==> src/rtl/nlc_pkg.sv <==
// Shared character codes, recognizer phase codes and class codes for the literal classifier.
package nlc_pkg;

	// Character codes
	localparam logic [7:0] CH_SLASH = 8'h2F;
	localparam logic [7:0] CH_EXP   = 8'h65;
	localparam logic [7:0] CH_DOT   = 8'h2E;
	localparam logic [7:0] CH_ZERO  = 8'h30;
	localparam logic [7:0] CH_NINE  = 8'h39;
	localparam logic [7:0] CH_PLUS  = 8'h2B;
	localparam logic [7:0] CH_MINUS = 8'h2D;

	// Float recognizer phases
	localparam int FP_W = 3;
	localparam logic [FP_W-1:0] FP_START   = 3'd0;
	localparam logic [FP_W-1:0] FP_SIGN    = 3'd1;
	localparam logic [FP_W-1:0] FP_INT     = 3'd2;
	localparam logic [FP_W-1:0] FP_FRAC    = 3'd3;
	localparam logic [FP_W-1:0] FP_EXP     = 3'd4;
	localparam logic [FP_W-1:0] FP_EXPSIGN = 3'd5;
	localparam logic [FP_W-1:0] FP_EXPDIG  = 3'd6;
	localparam logic [FP_W-1:0] FP_REJECT  = 3'd7;

	// Rational recognizer phases
	localparam int RP_W = 3;
	localparam logic [RP_W-1:0] RP_START  = 3'd0;
	localparam logic [RP_W-1:0] RP_SIGN   = 3'd1;
	localparam logic [RP_W-1:0] RP_NUM    = 3'd2;
	localparam logic [RP_W-1:0] RP_SLASH  = 3'd3;
	localparam logic [RP_W-1:0] RP_DEN    = 3'd4;
	localparam logic [RP_W-1:0] RP_REJECT = 3'd5;

	// Result classes
	typedef logic [1:0] lit_class_t;
	localparam lit_class_t CLASS_NONE     = 2'd0;
	localparam lit_class_t CLASS_FLOAT    = 2'd1;
	localparam lit_class_t CLASS_RATIONAL = 2'd2;
	localparam lit_class_t CLASS_UNUSED   = 2'd3;

	function automatic logic is_digit(input logic [7:0] c);
		return c inside {[CH_ZERO:CH_NINE]};
	endfunction

	function automatic logic is_sign(input logic [7:0] c);
		return c inside {CH_PLUS, CH_MINUS};
	endfunction

endpackage

==> src/rtl/nlc_float.sv <==
// Float literal recognizer: one phase step per character, cleared at end of token.
module nlc_float (
	input  logic       clk,
	input  logic       arst_n,
	input  logic       step,
	input  logic [7:0] ch,
	input  logic       end_mark,
	output logic       accept
);
	import nlc_pkg::*;

	logic [FP_W-1:0] phase_q;
	logic [FP_W-1:0] phase_nxt;
	logic            digit_q;
	logic            digit_nxt;

	// Next phase for one character
	always_comb begin
		phase_nxt = FP_REJECT;
		digit_nxt = digit_q;
		case (phase_q)
			FP_START, FP_SIGN, FP_INT: begin
				if (phase_q == FP_START && is_sign(ch)) begin
					phase_nxt = FP_SIGN;
				end else if (is_digit(ch)) begin
					phase_nxt = FP_INT;
					digit_nxt = 1'b1;
				end else if (ch == CH_DOT) begin
					phase_nxt = FP_FRAC;
				end else if (ch == CH_EXP) begin
					phase_nxt = FP_EXP;
				end
			end
			FP_FRAC: begin
				if (is_digit(ch)) begin
					phase_nxt = FP_FRAC;
					digit_nxt = 1'b1;
				end else if (ch == CH_EXP) begin
					phase_nxt = FP_EXP;
				end
			end
			FP_EXP, FP_EXPSIGN, FP_EXPDIG: begin
				if (phase_q == FP_EXP && is_sign(ch)) begin
					phase_nxt = FP_EXPSIGN;
				end else if (is_digit(ch)) begin
					phase_nxt = FP_EXPDIG;
				end
			end
			default: begin
				phase_nxt = FP_REJECT;
			end
		endcase
	end

	// Advance on each word, return to start at end of token
	always_ff @(posedge clk or negedge arst_n) begin
		if (!arst_n) begin
			phase_q <= FP_START;
			digit_q <= 1'b0;
		end else if (step) begin
			if (end_mark) begin
				phase_q <= FP_START;
				digit_q <= 1'b0;
			end else begin
				phase_q <= phase_nxt;
				digit_q <= digit_nxt;
			end
		end
	end

	assign accept = digit_q && (phase_q == FP_FRAC || phase_q == FP_EXPDIG);

endmodule

==> src/rtl/nlc_ratio.sv <==
// Rational literal recognizer: one phase step per character, cleared at end of token.
module nlc_ratio (
	input  logic       clk,
	input  logic       arst_n,
	input  logic       step,
	input  logic [7:0] ch,
	input  logic       end_mark,
	output logic       accept
);
	import nlc_pkg::*;

	logic [RP_W-1:0] phase_q;
	logic [RP_W-1:0] phase_nxt;

	// Next phase for one character
	always_comb begin
		phase_nxt = RP_REJECT;
		case (phase_q)
			RP_START: begin
				if (is_sign(ch)) begin
					phase_nxt = RP_SIGN;
				end else if (is_digit(ch)) begin
					phase_nxt = RP_NUM;
				end else if (ch == CH_SLASH) begin
					phase_nxt = RP_SLASH;
				end
			end
			RP_SIGN: begin
				if (is_digit(ch)) begin
					phase_nxt = RP_NUM;
				end
			end
			RP_NUM: begin
				if (is_digit(ch)) begin
					phase_nxt = RP_NUM;
				end else if (ch == CH_SLASH) begin
					phase_nxt = RP_SLASH;
				end
			end
			RP_SLASH, RP_DEN: begin
				if (is_digit(ch)) begin
					phase_nxt = RP_DEN;
				end
			end
			default: begin
				phase_nxt = RP_REJECT;
			end
		endcase
	end

	// Advance on each word, return to start at end of token
	always_ff @(posedge clk or negedge arst_n) begin
		if (!arst_n) begin
			phase_q <= RP_START;
		end else if (step) begin
			if (end_mark) begin
				phase_q <= RP_START;
			end else begin
				phase_q <= phase_nxt;
			end
		end
	end

	// Empty token and empty numerator both count as rational
	assign accept = (phase_q == RP_START || phase_q == RP_NUM || phase_q == RP_DEN);

endmodule

==> src/rtl/numeric_literal_classifier.sv <==
// Top level of the numeric literal classifier: input register, recognizers, result register.
//
// Usage: a token arrives on the slave stream one character per word, s_tdata[7:0]
// holding the character. A word with s_tlast high ends the token; it carries no
// character and its s_tdata is ignored. For every such end word the master
// stream returns one word: m_tdata[1:0] is 0 for not a number, 1 for a float
// literal, 2 for a rational literal (float wins when both match).
// Throughput: one word per cycle unless s_tready is low, with no gaps between
// tokens; the two recognizers take one phase step per character in the cycle
// after it is registered.
// Result path: an end word passes the input register, then the result register,
// which raises m_tvalid; while an earlier result is not taken, the end word waits
// in the input register.
// Reset: arst_n clears both recognizers to the start of a token and empties the
// input and result registers.
// Stall: while a result waits on m_tready, character words keep flowing
// through the recognizers; only a following end word waits in the input
// register, and s_tready drops once that register cannot drain.
module numeric_literal_classifier (
	input  logic       clk,
	input  logic       arst_n,
	input  logic       s_tvalid,
	output logic       s_tready,
	input  logic [7:0] s_tdata,   // [7:0] ch
	input  logic       s_tlast,   // end_mark
	output logic       m_tvalid,
	input  logic       m_tready,
	output logic [7:0] m_tdata    // [1:0] literal_class, [7:2] zero
);
	import nlc_pkg::*;

	logic       valid_s1;
	logic [7:0] ch_s1;
	logic       end_s1;
	logic       move_s1;
	logic       float_ok;
	logic       ratio_ok;
	logic       out_valid_q;
	lit_class_t class_q;

	// An end word needs a free result register; characters always drain
	assign move_s1  = valid_s1 && (!end_s1 || !out_valid_q || m_tready);
	assign s_tready = !valid_s1 || move_s1;

	// Input register
	always_ff @(posedge clk or negedge arst_n) begin
		if (!arst_n) begin
			valid_s1 <= 1'b0;
		end else if (s_tready) begin
			valid_s1 <= s_tvalid;
		end
	end

	always_ff @(posedge clk) begin
		if (s_tvalid && s_tready) begin
			ch_s1  <= s_tdata;
			end_s1 <= s_tlast;
		end
	end

	nlc_float u_float (
		.clk      (clk),
		.arst_n   (arst_n),
		.step     (move_s1),
		.ch       (ch_s1),
		.end_mark (end_s1),
		.accept   (float_ok)
	);

	nlc_ratio u_ratio (
		.clk      (clk),
		.arst_n   (arst_n),
		.step     (move_s1),
		.ch       (ch_s1),
		.end_mark (end_s1),
		.accept   (ratio_ok)
	);

	// Result register: load on end word, drop when taken
	always_ff @(posedge clk or negedge arst_n) begin
		if (!arst_n) begin
			out_valid_q <= 1'b0;
		end else if (move_s1 && end_s1) begin
			out_valid_q <= 1'b1;
		end else if (m_tready) begin
			out_valid_q <= 1'b0;
		end
	end

	always_ff @(posedge clk) begin
		if (move_s1 && end_s1) begin
			class_q <= float_ok ? CLASS_FLOAT : (ratio_ok ? CLASS_RATIONAL : CLASS_NONE);
		end
	end

	assign m_tvalid = out_valid_q;
	assign m_tdata  = {6'd0, class_q};

	// A delivered class is never the unused code
	a_class_legal: assert property (@(posedge clk) disable iff (!arst_n)
		m_tvalid |-> (m_tdata[1:0] != CLASS_UNUSED))
		else $error("unused literal class on output");

	// An end word leaving the input register always yields a result next cycle
	a_end_gives_result: assert property (@(posedge clk) disable iff (!arst_n)
		(move_s1 && end_s1) |=> m_tvalid)
		else $error("end word produced no result");

	// A held result is never overwritten by a following end word
	a_no_overwrite: assert property (@(posedge clk) disable iff (!arst_n)
		(m_tvalid && !m_tready && valid_s1 && end_s1) |-> !move_s1)
		else $error("pending result overwritten");

endmodule

==> config.mk <==
export PLATFORM = sky130hd
export DESIGN_NAME = numeric_literal_classifier
export DESIGN_NICKNAME = d
export VERILOG_FILES = /design/src/rtl/nlc_pkg.sv /design/src/rtl/nlc_float.sv /design/src/rtl/nlc_ratio.sv /design/src/rtl/numeric_literal_classifier.sv
export SDC_FILE = /design/constraint.sdc
export NUM_CORES = 1
export LEC_CHECK = 0
export ABC_CLOCK_PERIOD_IN_PS = 3600
export BUFFER_PORTS_ARGS = -buffer_cell sky130_fd_sc_hd__buf_2
export CORE_ASPECT_RATIO = 1.1
export CORE_UTILIZATION = 55
export DETAILED_ROUTE_END_ITERATION = 6
export MAX_ROUTING_LAYER = met4
export PLACE_DENSITY = 0.85
export RECOVER_POWER = 100
export SLEW_MARGIN = 20
export SYNTH_ARGS = -nofsm -noshare
export SYNTH_HDL_FRONTEND = slang
export SYNTH_SLANG_ARGS = --single-unit
==> constraint.sdc <==
create_clock -name clk -period 3.6 [get_ports clk]
set_input_delay 0.54 -clock clk [delete_from_list [all_inputs] [get_ports clk]]
set_output_delay 0.54 -clock clk [all_outputs]
set_load 0.005 [all_outputs]
* After elaboration in Yosys (flattened, before gate mapping)
Index checks and enable logic that the tools add are counted.
Word-level totals: bits in registers 20, bits of input ports 13
Operators by class: order comparisons 2, multiplexer cells 23, reductions and logical operators 25, equality and inequality tests 16
Operators with widths (count):
- $mux W3 | 11
- $eq A8 B6 Y1 const B | 4
- $eq A3 B2 Y1 const B | 4
- $eq A3 B3 Y1 const B | 4
- $pmux W3 S4 | 1
- $pmux W3 S3 | 1
- $eq A8 B7 Y1 const B | 1
- $ge A8 B6 Y1 const B | 1
- $le A8 B6 Y1 const B | 1
- $logic_and A1 B1 Y1 | 7
- $mux W1 | 7
- $eq A3 B1 Y1 const B | 2
- $logic_not A3 Y1 | 2
- $logic_or A1 B1 Y1 | 6
- $reduce_or A3 Y1 | 2
- $mux W2 | 2
- $reduce_bool A2 Y1 | 2
- $logic_not A1 Y1 | 3
- $ne A3 B3 Y1 const B | 1
- $reduce_and A3 Y1 | 1
- $reduce_bool A3 Y1 | 1
- $pmux W1 S2 | 1
- $reduce_or A2 Y1 | 1

* Depth between registers and ports, before layout
Gate-level depths: netlist of the first run.
depth in word-level cells 7, gate-level depth with buffers 5, gate-level depth less buffers 4

* Hierarchy
Synthesis of the first run repeated with hierarchy kept, for this count alone.
Unflattened totals: cell total of the unflattened synthesis 94, area, all modules 1064.8 µm²
Modules (own cells, without submodules):
- numeric_literal_classifier | cells an instance 29, seq. area each 380.4 µm², times used 1, area each 506.7 µm²
- nlc_float | cells an instance 36, seq. area each 100.1 µm², times used 1, area each 330.3 µm²
- nlc_ratio | cells an instance 29, seq. area each 75.1 µm², times used 1, area each 227.7 µm²

* Least setup slack after synthesis of the first run
OpenSTA, ideal clock, no wires.
path kind reg2reg, from register ch_s1[2], to register u_ratio.phase_q[0], arrival time 1592 ps, cell stages (with the launch flop) 6, setup slack 1886 ps, period minus slack after synthesis 1714 ps, path through edfxtp_1 -> o21a_1 -> or4b_4 -> buf_6 -> o21a_1 -> o22a_1
Between the ends: word-level cells in the longest chain between the ends 6, elaborated cells on any way between the ends 12, classes of those cells order compare: 2; eq/ne: 2; mux: 6; reduce/logical: 2
RTL lines:
- start, declared | RTL line numeric_literal_classifier.sv:33 | logic [7:0] ch_s1;
- start signal, assigned | RTL line numeric_literal_classifier.sv:56 | ch_s1 <= s_tdata;
- $ge A8 B6 Y1 or $le A8 B6 Y1 (tied branches) | RTL line nlc_pkg.sv:41 | return c inside {[CH_ZERO:CH_NINE]};
- $logic_and A1 B1 Y1 | RTL line nlc_pkg.sv:41
- $mux W3 | RTL line nlc_ratio.sv:22 | end else if (is_digit(ch)) begin
- $mux W3 | RTL line nlc_ratio.sv:20 | if (is_sign(ch)) begin
- $pmux W3 S4 * | RTL line nlc_ratio.sv:18 | case (phase_q)
- $mux W3 * | RTL line nlc_ratio.sv:56 | if (end_mark) begin
- end signal, assigned | RTL line nlc_ratio.sv:59 | phase_q <= phase_nxt;
- end, declared | RTL line nlc_ratio.sv:12 | logic [RP_W-1:0] phase_q;
Every way passes the cells marked *; elsewhere a longest branch is shown, timed or not. A chain may end at the register's enable or synchronous reset.

* Worst setup path after layout of the first run
Same ends and word-level chain as after synthesis.

==> results.md, run 1 <==
- P_sw: 119 uW
- Simple-gate share of the synthesized area: 19.1%
- Maximum clock insertion buffer count: 2
- Clk network pwr share: 24.1%
- Synthesized cell area: 1000 um2
- I/O Pins: 23
- Routability cong.: 0.903
- Main combinational cell family by area after synthesis: simple AND/OR/NAND/NOR gates
- Async SR Flop Fraction: 45.0%
- Critical Path Sink Type: flop
- Later-pin clock latency in the skew report: 0.30 ns
- Arr. time, crit path: 2.07 ns
- Die area: 2000 um2
- P&R area growth vs syn: 8.11%
- Worst vdd ir: 298 uV
- Critical Path Source Type: flop
- Overflow after GRT: 0
- Drt pass-1 iters: 4
- Ranking of synthesized cells by area: edfxtp_1, dfrtp_1, buf_4, o21a_1, nand2_1
- All-Layer GR Usage: 19.6%
- Multi-input gate area: 394 um2
- Combinational Power Share: 13.2%
- Final core occ: 66.4%
- Post_cts resized: 0
- Most common flop cell mapped by yosys: edfxtp_1
- Max incr delay on CP: 0.66 ns
- Vias in the first global route: 610
- Die Width: 42.7 um
- Via count: 748
- CTS Sinks: 20
- Antenna violations before repair: 0
- Fin. max-slew vios: 0
- Register bit total from synthesis: 20
- Measured slew at the worst slew-check pin: 0.599 ns
- Diodes inserted: 0
- Core Area: 1630 um2
- Register-to-register setup slack: 1.72 ns
- P_int: 335 uW
- Cell area after placement: 1070 um2
- Area share of the largest cell type after synthesis: 33.0%
- Number of hold buffers added after CTS: 0
- Setup CP Type: reg -> reg
- Layout net count: 120
- Max Cap Viol: 0
- Root buffer cell: clkbuf_4
- Max FO, Critical Path: 9
- Synthesized area per cell: 11.4 um2
- Crit-path most repeated cell: o21a_1
- Hold Fails Final Rpt: 0
- YS warnings: 0
- Post-synthesis compound-gate area fraction: 15.6%
- FP Rows: 15
- Hold Crit Class: in -> async
- Overall routed net length: 1.76 mm
- Setup_tns: 0 ns
- Starting Density: 61.4%
- Worst Clk Skew: 0.00565 ns
- Layout cell share with drive strength beyond 1: 17.0%
- # DRC: 0
- Flop pwr share: 62.7%
- Max Clk Rate: 533 MHz
- Unique cell type count in the Yosys netlist: 39
- Register area: 556 um2
- Worst-path cell chain: o21a_1 -> or4b_1 -> o21a_1 -> o22a_1
- Dpl hpwl: 1.24 mm
- Pin count of the biggest net entering global routing: 12
- Cell Pwr Density: 419 nW/um2
- Via density: 6.08
- Mux share of post-synthesis cell area: 0.999%
- First-pass GRT wire length: 2.64 mm
- Slowest cell on crit path: or4b_1
- Post-synth top area cell: edfxtp_1
- Lkg Pwr: 0.000445 uW
- Synth Area in Adders: 0%
- I/O Buffers: 16
- # setup viols final: 0
- Layout filler cell count: 124
- Slew margin rel.: 59.7%
- Reg clk slew, reported paths: 0.11 ns
- CTS H-tree lvls: 1
- WP buf/inv: 0
- TritonCTS Buffers: 3
- Final hold slack: 0.154 ns
- Routed wire per std cell: 14.3 um
- DR iter-0 viols: 29
- EDFF count, synth: 11
- Outcome: complete, no violations
- Post-DRT Antenna Nets: 0
- Switching portion of total power: 26.3%
- Worst path required time: 3.79 ns
- RSZ-0062 raised after global routing: false
- Cells after Synth: 88
- CTS tree: done
- Final worst-path cycle share: 52.1%
- Die H: 46.8 um
- Crit path max-delay family: simple AND/OR/NAND/NOR gates
- Period minus WS final: 1.88 ns
- Sequential share of the synthesized area: 55.4%
- Synth Area in XOR/XNOR: 1.75%
- Final Cell Area: 1080 um2
- Post-CTS Setup Bufs: 0
cells in the final DEF, fill, tap and decap left out, drive strengths merged:
cell / synthesis / final
a211oi: 1 / 1
a21boi: 1 / 1
a21o: 1 / 1
a21oi: 1 / 1
a22oi: 1 / 1
a2bb2oi: 1 / 1
a311oi: 1 / 1
and2: 3 / 3
and3: 2 / 2
buf: 7 / 12
clkbuf: 0 / 8
conb: 1 / 6
dfrtp: 9 / 9
edfxtp: 11 / 11
inv: 3 / 3
mux2i: 1 / 1
nand2: 7 / 7
nand2b: 2 / 2
nand3: 4 / 4
nand3b: 1 / 1
nand4: 1 / 1
nor2: 3 / 3
nor2b: 3 / 3
nor3: 2 / 2
nor3b: 1 / 1
o211ai: 1 / 1
o21a: 4 / 4
o21ai: 3 / 3
o21bai: 1 / 1
o221ai: 1 / 1
o22a: 1 / 1
o2bb2ai: 1 / 1
o32ai: 1 / 1
o41ai: 1 / 1
or2b: 1 / 1
or3b: 2 / 2
or4b: 1 / 1
xor2: 2 / 2
metrics by stage:
| stage | setup slack, ns | total power, uW | cells |
|---|---|---|---|
| 6_report | 1.72 | 454 | 123 |
| 5_1_grt | 1.66 | 472 | 123 |
| 4_1_cts | 1.84 | 458 | 123 |
| 3_5_place_dp | 1.87 | 348 | 119 |
| 3_3_place_gp | 1.90 | 345 | 119 |
| 2_1_floorplan | 1.89 | 330 | 93 |
worst paths after layout:
path | cells past startpoint | end | startpoint
max | 4 | u_ratio.phase_q[0] | ch_s1[2]
min | 1 | u_float.phase_q[0] | arst_n
max reg2reg | 4 | u_ratio.phase_q[0] | ch_s1[2]
min reg2reg | 1 | u_float.digit_q | u_float.digit_q
max in group asynchronous | 1 | u_ratio.phase_q[0] | arst_n
min in group clk | 1 | ch_s1[3] | s_tdata[3]
flip-flops by register name (all words and copies together) (netlist names):
signal,count
m_tvalid,1
u_float.digit_q,1
end_s1,1
valid_s1,1
u_float.phase_q,3
u_ratio.phase_q,3
class_q,2
ch_s1,8
power groups by stage:
stage / sequential [uW] / clock, uW / combinational (uW)
after global placement: 287 / 0 / 57.5
after CTS: 283 / 113 / 61.3
after detailed placement: 288 / 0 / 60.0
after global routing: 287 / 119 / 66.1
after floorplan: 283 / 0 / 47.0
final: 285 / 109 / 60.1
metal layers:
| metal | GRT usage [%] | wire length [um] |
|---|---|---|
| met1 | 21.6 | 717 |
| met2 | 33.0 | 893 |
| met3 | 4.62 | 93 |
| met4 | 11.3 | 57 |
| met5 | - | 0 |
cells in the mapped netlist (2+ instances only):
| cell | instances |
|---|---|
| inv_1 | 3 |
| nand3_1 | 4 |
| dfrtp_1 | 9 |
| nor2_1 | 3 |
| and2_1 | 3 |
| nand2b_1 | 2 |
| buf_4 | 6 |
| o21ai_0 | 3 |
| or3b_2 | 2 |
| nand2_1 | 7 |
| o21a_1 | 4 |
| edfxtp_1 | 11 |
| nor3_1 | 2 |
| nor2b_1 | 3 |
| xor2_1 | 2 |
kinds of logic after synthesis:
logic type,Yosys count
buffers and inverters,10
multiplexers,1
other,1
XOR/XNOR,2
AND/OR/NAND/NOR,33
flip-flops,20
AO/OA/AOI/OAI,21
layout make-up:
cell class / count / area share [%]
flip-flops and latches: 20 / 51.3
multi-input cells: 63 / 36.4
repair buffers: 16 / 6.93
clock buffers: 4 / 2.42
well taps: 17 / 1.96
inverters: 3 / 1.04
Power figures use the tool's default switching activity.
==> inputs of run 2 (changes only) <==
Settings changed: ABC_CLOCK_PERIOD_IN_PS 3600 to 1760, CORE_UTILIZATION 55 to 51, PLACE_DENSITY 0.85 to 0.8.
Clock period 3.6 ns to 1.76 ns, I/O delays scaled along.
==> run 2 against run 1 <==
The run now ends with DRC left. Clock-buffer cell count is the same. Core utilization shrank 3.7 points. Final cell count grew 13%. Total power grew 110%. Sequential share of layout area shrank 2.6 points. First-iteration DRC count shrank 79%. Flip-flop and latch count is the same. Register-to-register slack lost 1.7 ns. Wire length shrank 2.8%. Worst setup slack lost 1.7 ns. Global-route usage grew 0.11 points. Largest cell class unchanged.
==> results.md, run 2 (same netlist as run 1, synthesis figures left out) <==
- Drt pass-1 iters: 7 (+3)
- Die area: 2150 um2 (+7.5%)
- Layout filler cell count: 151 (+22%)
- Overall routed net length: 1.71 mm (-2.8%)
- Final worst-path cycle share: 96.5% (+44 points)
- Post_cts resized: 0 (unchanged)
- Cell Pwr Density: 827 nW/um2 (+97%)
- Worst vdd ir: 613 uV (+110%)
- Outcome: finished, violations left
- DR iter-0 viols: 6 (-79%)
- Fin. max-slew vios: 0 (unchanged)
- Worst path required time: 1.96 ns (-1.83 ns)
- Reg clk slew, reported paths: 0.11 ns (about the same)
- Final Cell Area: 1140 um2 (+5.3%)
- Cell area after placement: 1120 um2 (+4.7%)
- I/O Buffers: 16 (unchanged)
- I/O Pins: 23 (unchanged)
- Placed Cells: 134 (+13%)
- Dpl hpwl: 1.33 mm (+7.3%)
- Clk network pwr share: 24.1% (about the same)
- Layout cell share with drive strength beyond 1: 20.5% (+3.6 points)
- Pin count of the biggest net entering global routing: 12 (unchanged)
- Later-pin clock latency in the skew report: 0.31 ns (about the same)
- Register area: 556 um2 (unchanged)
- Max Clk Rate: 589 MHz (+10%)
- Max Cap Viol: 0 (unchanged)
- Number of hold buffers added after CTS: 1 (+1)
- CTS H-tree lvls: 1 (unchanged)
- Final Total Pwr: 943 uW (+110%)
- P_int: 695 uW (+110%)
- Post-CTS Setup Bufs: 0 (unchanged)
- Via count: 738 (-1.3%)
- Setup CP Type: reg -> reg
- Multi-input gate area: 398 um2 (+0.95%)
- Die Width: 44.3 um (+3.7%)
- Arr. time, crit path: 1.89 ns (-0.18 ns)
- Measured slew at the worst slew-check pin: 0.515 ns (-0.0838 ns)
- Vias in the first global route: 720 (+18%)
- Routed wire per std cell: 12.3 um (-14%)
- Slew margin rel.: 65.6% (+6.0 points)
- Most frequent cells in the layout: buf_2, edfxtp_1, dfrtp_1
- FP Rows: 16 (+1)
- All-Layer GR Usage: 19.7% (+0.11 points)
- Routability cong.: 0.831 (-8.0%)
- Critical Path Sink Type: flop
- Reg with most FFs: ch_s1
- Final core occ: 62.6% (-3.7 points)
- Maximum clock insertion buffer count: 2 (unchanged)
- Switching portion of total power: 26.3% (+0.059 points)
- CTS tree: done
- Flop pwr share: 61.1% (-1.6 points)
- Hold Crit Class: in -> reg
- Reg2reg path depth: 4 (unchanged)
- Max reg flops: 8 (unchanged)
- Hold path cells: 1
- Hold Fails Final Rpt: 0 (unchanged)
- Core Area: 1820 um2 (+12%)
- Starting Density: 55.0% (-6.4 points)
- P&R area growth vs syn: 13.9%
- TritonCTS Buffers: 3 (unchanged)
- Root buffer cell: clkbuf_4
- Post-Layout Cell Count: 139 (+13%)
- Via density: 5.31 (-13%)
- Layout net count: 126 (+5.0%)
- Top Registers: ch_s1 (8), u_float.phase_q (3), u_ratio.phase_q (3)
- # setup viols final: 0 (unchanged)
- Lkg Pwr: 0.000471 uW (+5.8%)
- R2r endpoint: u_ratio.phase_q[0]
- # DRC: 2 (+2)
- Diodes inserted: 0 (unchanged)
- Worst Clk Skew: 0.0105 ns (+0.00486 ns)
- Post-DRT Antenna Nets: 0 (unchanged)
- Commonest non-fill, non-tap cell in the layout: buf_2
- P_sw: 248 uW (+110%)
- Overflow after GRT: 0 (unchanged)
- Critical hold path startpoint: s_tdata[4]
- Period minus WS final: 1.70 ns (-0.178 ns)
- First-pass GRT wire length: 2.98 mm (+13%)
- WHS Endpoint: ch_s1[4]
- Combinational Power Share: 14.8% (+1.6 points)
- Failing checks: DRC
- Reg2reg start: ch_s1[7]
- Max FO, Critical Path: 9 (unchanged)
- Die H: 48.5 um (+3.7%)
- RSZ-0062 raised after global routing: false
- Critical Path Source Type: flop
- CTS Sinks: 20 (unchanged)
- Antenna violations before repair: 0 (unchanged)
- Setup_tns: 0 ns (unchanged)
- Register-to-register setup slack: 0.06 ns (-1.66 ns)
==> run 2: metal layers <==
layer  GRT usage [%]  up-vias  part of all wire, %
met5               -        -                    0
met4            10.6        0                  2.7
met3            3.36        5                  3.4
met2            33.1       26                   51
met1            21.4      347                   42
li1                -      360                    -
==> run 2: worst max path at each step <==
stage / from / endpoint / slack [ns] / depth (start not counted)
after floorplan: ch_s1[2] / u_ratio.phase_q[0] / 0.05 / 5
after global placement: ch_s1[7] / u_ratio.phase_q[0] / 0.13 / 4
after detailed placement: ch_s1[7] / u_ratio.phase_q[0] / 0.09 / 4
after CTS: ch_s1[7] / u_ratio.phase_q[0] / 0.07 / 4
after global routing: ch_s1[7] / u_ratio.phase_q[0] / 0.03 / 4
final: ch_s1[7] / u_ratio.phase_q[0] / 0.06 / 4
==> run 2: cell type report <==
cell class,count,share of cell area (%)
clock buffers,4,2.30
inverters,3,0.987
multi-input cells,63,34.9
flip-flops and latches,20,48.7
well taps,27,2.96
repair buffers,22,10.2
==> run 2: power groups by stage <==
stage	combinational [uW]	clock [uW]	sequential, uW
2_1_floorplan	96.1	0	580
3_3_place_gp	137	0	583
3_5_place_dp	142	0	585
4_1_cts	145	231	575
5_1_grt	156	239	583
6_report	140	227	576
==> run 2: through the flow <==
step | hold slack (ns) | worst slack [ns]
2_1_floorplan | -0.0316 | 0.0464
3_3_place_gp | 0.124 | 0.131
3_5_place_dp | 0.130 | 0.0936
4_1_cts | 0.117 | 0.0673
5_1_grt | 0.115 | 0.0271
6_report | 0.121 | 0.0617
==> run 2: critical path, stage by stage (launching register included) <==
cell,delay (ns)
edfxtp_1,0.40
or2b_1,0.25
or4b_4,0.55
o21a_1,0.19
o22a_1,0.19
==> inputs of run 3 (changes only) <==
Settings changed: ABC_CLOCK_PERIOD_IN_PS 1760 to 2100, CORE_UTILIZATION 51 to 55, PLACE_DENSITY 0.8 to 0.85, SETUP_SLACK_MARGIN from default to 0.15, SLEW_MARGIN 20 to 15.
Clock period 1.76 ns to 2.1 ns, I/O delays scaled along.
==> run 3 against run 2 <==
The run now ends clean. Highest routed layer unchanged. Worst setup slack improved by 0.13 ns. Clock-buffer cell count unchanged. Largest power group unchanged. Via count decreased by 0.14%.
==> results.md, run 3 (same netlist as run 1, synthesis figures left out) <==
- Max incr delay on CP: 0.66 ns (+0.11 ns)
- Drt pass-1 iters: 4 (-3)
- Slew margin rel.: 63.0% (-2.7 points)
- R2r endpoint: u_ratio.phase_q[0]
- Crit path max-delay family: simple AND/OR/NAND/NOR gates
- Pin count of the biggest net entering global routing: 12 (unchanged)
- Top Registers: ch_s1 (8), u_float.phase_q (3), u_ratio.phase_q (3)
- # DRC: 0 (-2)
- I/O Pins: 23 (unchanged)
- Worst Clk Skew: 0.00429 ns (-0.00623 ns)
- Maximum clock insertion buffer count: 2 (unchanged)
- Via count: 737 (-0.14%)
- Setup crit end: u_ratio.phase_q[0]
- Period minus WS final: 1.91 ns (+0.211 ns)
- Layout cell share with drive strength beyond 1: 18.7% (-1.8 points)
- Flop pwr share: 59.9% (-1.2 points)
- Critical Path Source Type: flop
- FP Rows: 15 (-1)
- Register-to-register setup slack: 0.19 ns (+0.13 ns)
- Die H: 46.8 um (-3.6%)
- Cell depth of the worst setup path: 4 (unchanged)
- WP buf/inv: 0 (unchanged)
- Reg2reg path depth: 4 (unchanged)
- Hold Crit Class: in -> reg
- Lkg Pwr: 0.000457 uW (-3.0%)
- Dpl hpwl: 1.25 mm (-5.9%)
- Slowest cell on crit path: or4b_1
- Overflow after GRT: 0 (unchanged)
- Via density: 5.94 (+12%)
- Core Area: 1630 um2 (-10%)
- Reg2reg start: ch_s1[2]
- First-pass GRT wire length: 2.82 mm (-5.3%)
- Max Clk Rate: 524 MHz (-11%)
- Final hold slack: 0.177 ns (+0.0562 ns)
- Combinational Power Share: 12.7% (-2.1 points)
- P_sw: 207 uW (-17%)
- Overall routed net length: 1.72 mm (+0.58%)
- CTS tree: done
- Setup_tns: 0 ns (unchanged)
- Max Cap Viol: 0 (unchanged)
- TritonCTS Buffers: 3 (unchanged)
- Most frequent cells in the layout: buf_2, edfxtp_1, dfrtp_1
- Layout filler cell count: 117 (-23%)
- Later-pin clock latency in the skew report: 0.30 ns (about the same)
- Routability cong.: 0.903 (+8.7%)
- Root buffer cell: clkbuf_4
- Die area: 2000 um2 (-7.0%)
- Clk network pwr share: 27.5% (+3.4 points)
- M1 GR Usage: 23.5% (+2.1 points)
- Switching portion of total power: 25.4% (-0.89 points)
- Worst path required time: 2.30 ns (+0.34 ns)
- Fin. max-slew vios: 0 (unchanged)
- Reg clk slew, reported paths: 0.11 ns (about the same)
- Post-DRT Antenna Nets: 0 (unchanged)
- Final Cell Area: 1100 um2 (-3.2%)
- Hold Fails Final Rpt: 0 (unchanged)
- Arr. time, crit path: 2.11 ns (+0.22 ns)
- Routing usage on met3: 3.85% (+0.49 points)
- Setup CP Type: reg -> reg
- Cell area after placement: 1070 um2 (-4.5%)
- Commonest non-fill, non-tap cell in the layout: buf_2
- Starting Density: 61.4% (+6.4 points)
- Crit-path most repeated cell: o21a_1
- Routed wire per std cell: 13.9 um (+13%)
- Met2 usage: 34.2% (+1.2 points)
- Diodes inserted: 0 (unchanged)
- Worst vdd ir: 578 uV (-5.7%)
- Reg with most FFs: ch_s1
- Post-CTS Setup Bufs: 0 (unchanged)
- Outcome: complete, no violations
- Busiest grt layer: met2
- Cell Pwr Density: 737 nW/um2 (-11%)
- Measured slew at the worst slew-check pin: 0.550 ns (+0.0349 ns)
- DR iter-0 viols: 20 (+14)
- Dpl ws: 0.364 ns (+0.270 ns)
- Final Total Pwr: 814 uW (-14%)
- Max reg flops: 8 (unchanged)
- All-Layer GR Usage: 20.4% (+0.75 points)
- P&R area growth vs syn: 10.2%
- CP startpoint: ch_s1[2]
- Die Width: 42.7 um (-3.5%)
- Antenna violations before repair: 0 (unchanged)
- CTS Sinks: 20 (unchanged)
- P_int: 607 uW (-13%)
- CTS H-tree lvls: 1 (unchanged)
- Worst-path cell chain: o21a_1 -> or4b_1 -> o21a_1 -> o22a_1
- Post_cts resized: 0 (unchanged)
- Fin worst setup slack: 0.191 ns (+0.129 ns)
- Layout net count: 121 (-4.0%)
- Final worst-path cycle share: 90.9% (-5.6 points)
- # setup viols final: 0 (unchanged)
- Critical Path Sink Type: flop
- I/O Buffers: 16 (unchanged)
- RSZ-0062 raised after global routing: false
- Max FO, Critical Path: 9 (unchanged)
- Vias in the first global route: 639 (-11%)
run 3: cell count changes in the layout (fill, tap and decap cells not counted):
cell      previous run  this run
buf_4                3         0
clkbuf_1             6         3
clkbuf_8             0         1
or4b_1               0         1
or4b_4               1         0
run 3: metal layers:
layer	part of all wire (%)	routed length (um)
met1	42	721
met2	51	881
met3	5.6	97
met4	1.3	23
met5	0	0
run 3: metrics by stage:
step / utilization, % / cells
after floorplan: - / 93
after global placement: 65.3 / 119
after detailed placement: 65.3 / 119
after CTS: 68.1 / 124
after global routing: 67.7 / 124
final: 67.7 / 124
run 3: worst min-delay path by stage:
stage,slack (ns),end,from,cells past startpoint
2_1_floorplan,0.02,m_tvalid,arst_n,0
3_3_place_gp,0.18,u_float.phase_q[0],arst_n,1
3_5_place_dp,0.18,u_float.phase_q[0],arst_n,1
4_1_cts,0.18,ch_s1[7],s_tdata[7],1
5_1_grt,0.17,ch_s1[5],s_tdata[5],1
6_report,0.18,end_s1,s_tlast,1
run 3: what timing repair did:
action                                  CTS  global route
hold buffers                              1             0
endpoints found under the setup margin    0             0
endpoints found under the hold margin     9             0
run 3: worst reg2reg max path, delay by kind of cell, from the launching register on:
family | cells | cell delay (ns)
flops | 1 | 0.51
compound gates | 3 | 0.65
simple gates | 1 | 0.66
run 3: area by class of cell:
cell class	count	area [um2]	area share, %
clock buffers	4	36.3	3.28
inverters	3	11.3	1.02
repair buffers	17	86.3	7.81
well taps	17	21.3	1.93
flip-flops and latches	20	556	50.3
multi-input cells	63	394	35.7
run 3: power groups by stage:
stage	Clock [uW]	Combinational (uW)	Sequential, uW
after floorplan	0	80.5	486
after global placement	0	98.6	492
after detailed placement	0	102	494
after CTS	223	105	486
after global routing	242	115	492
final	224	103	487
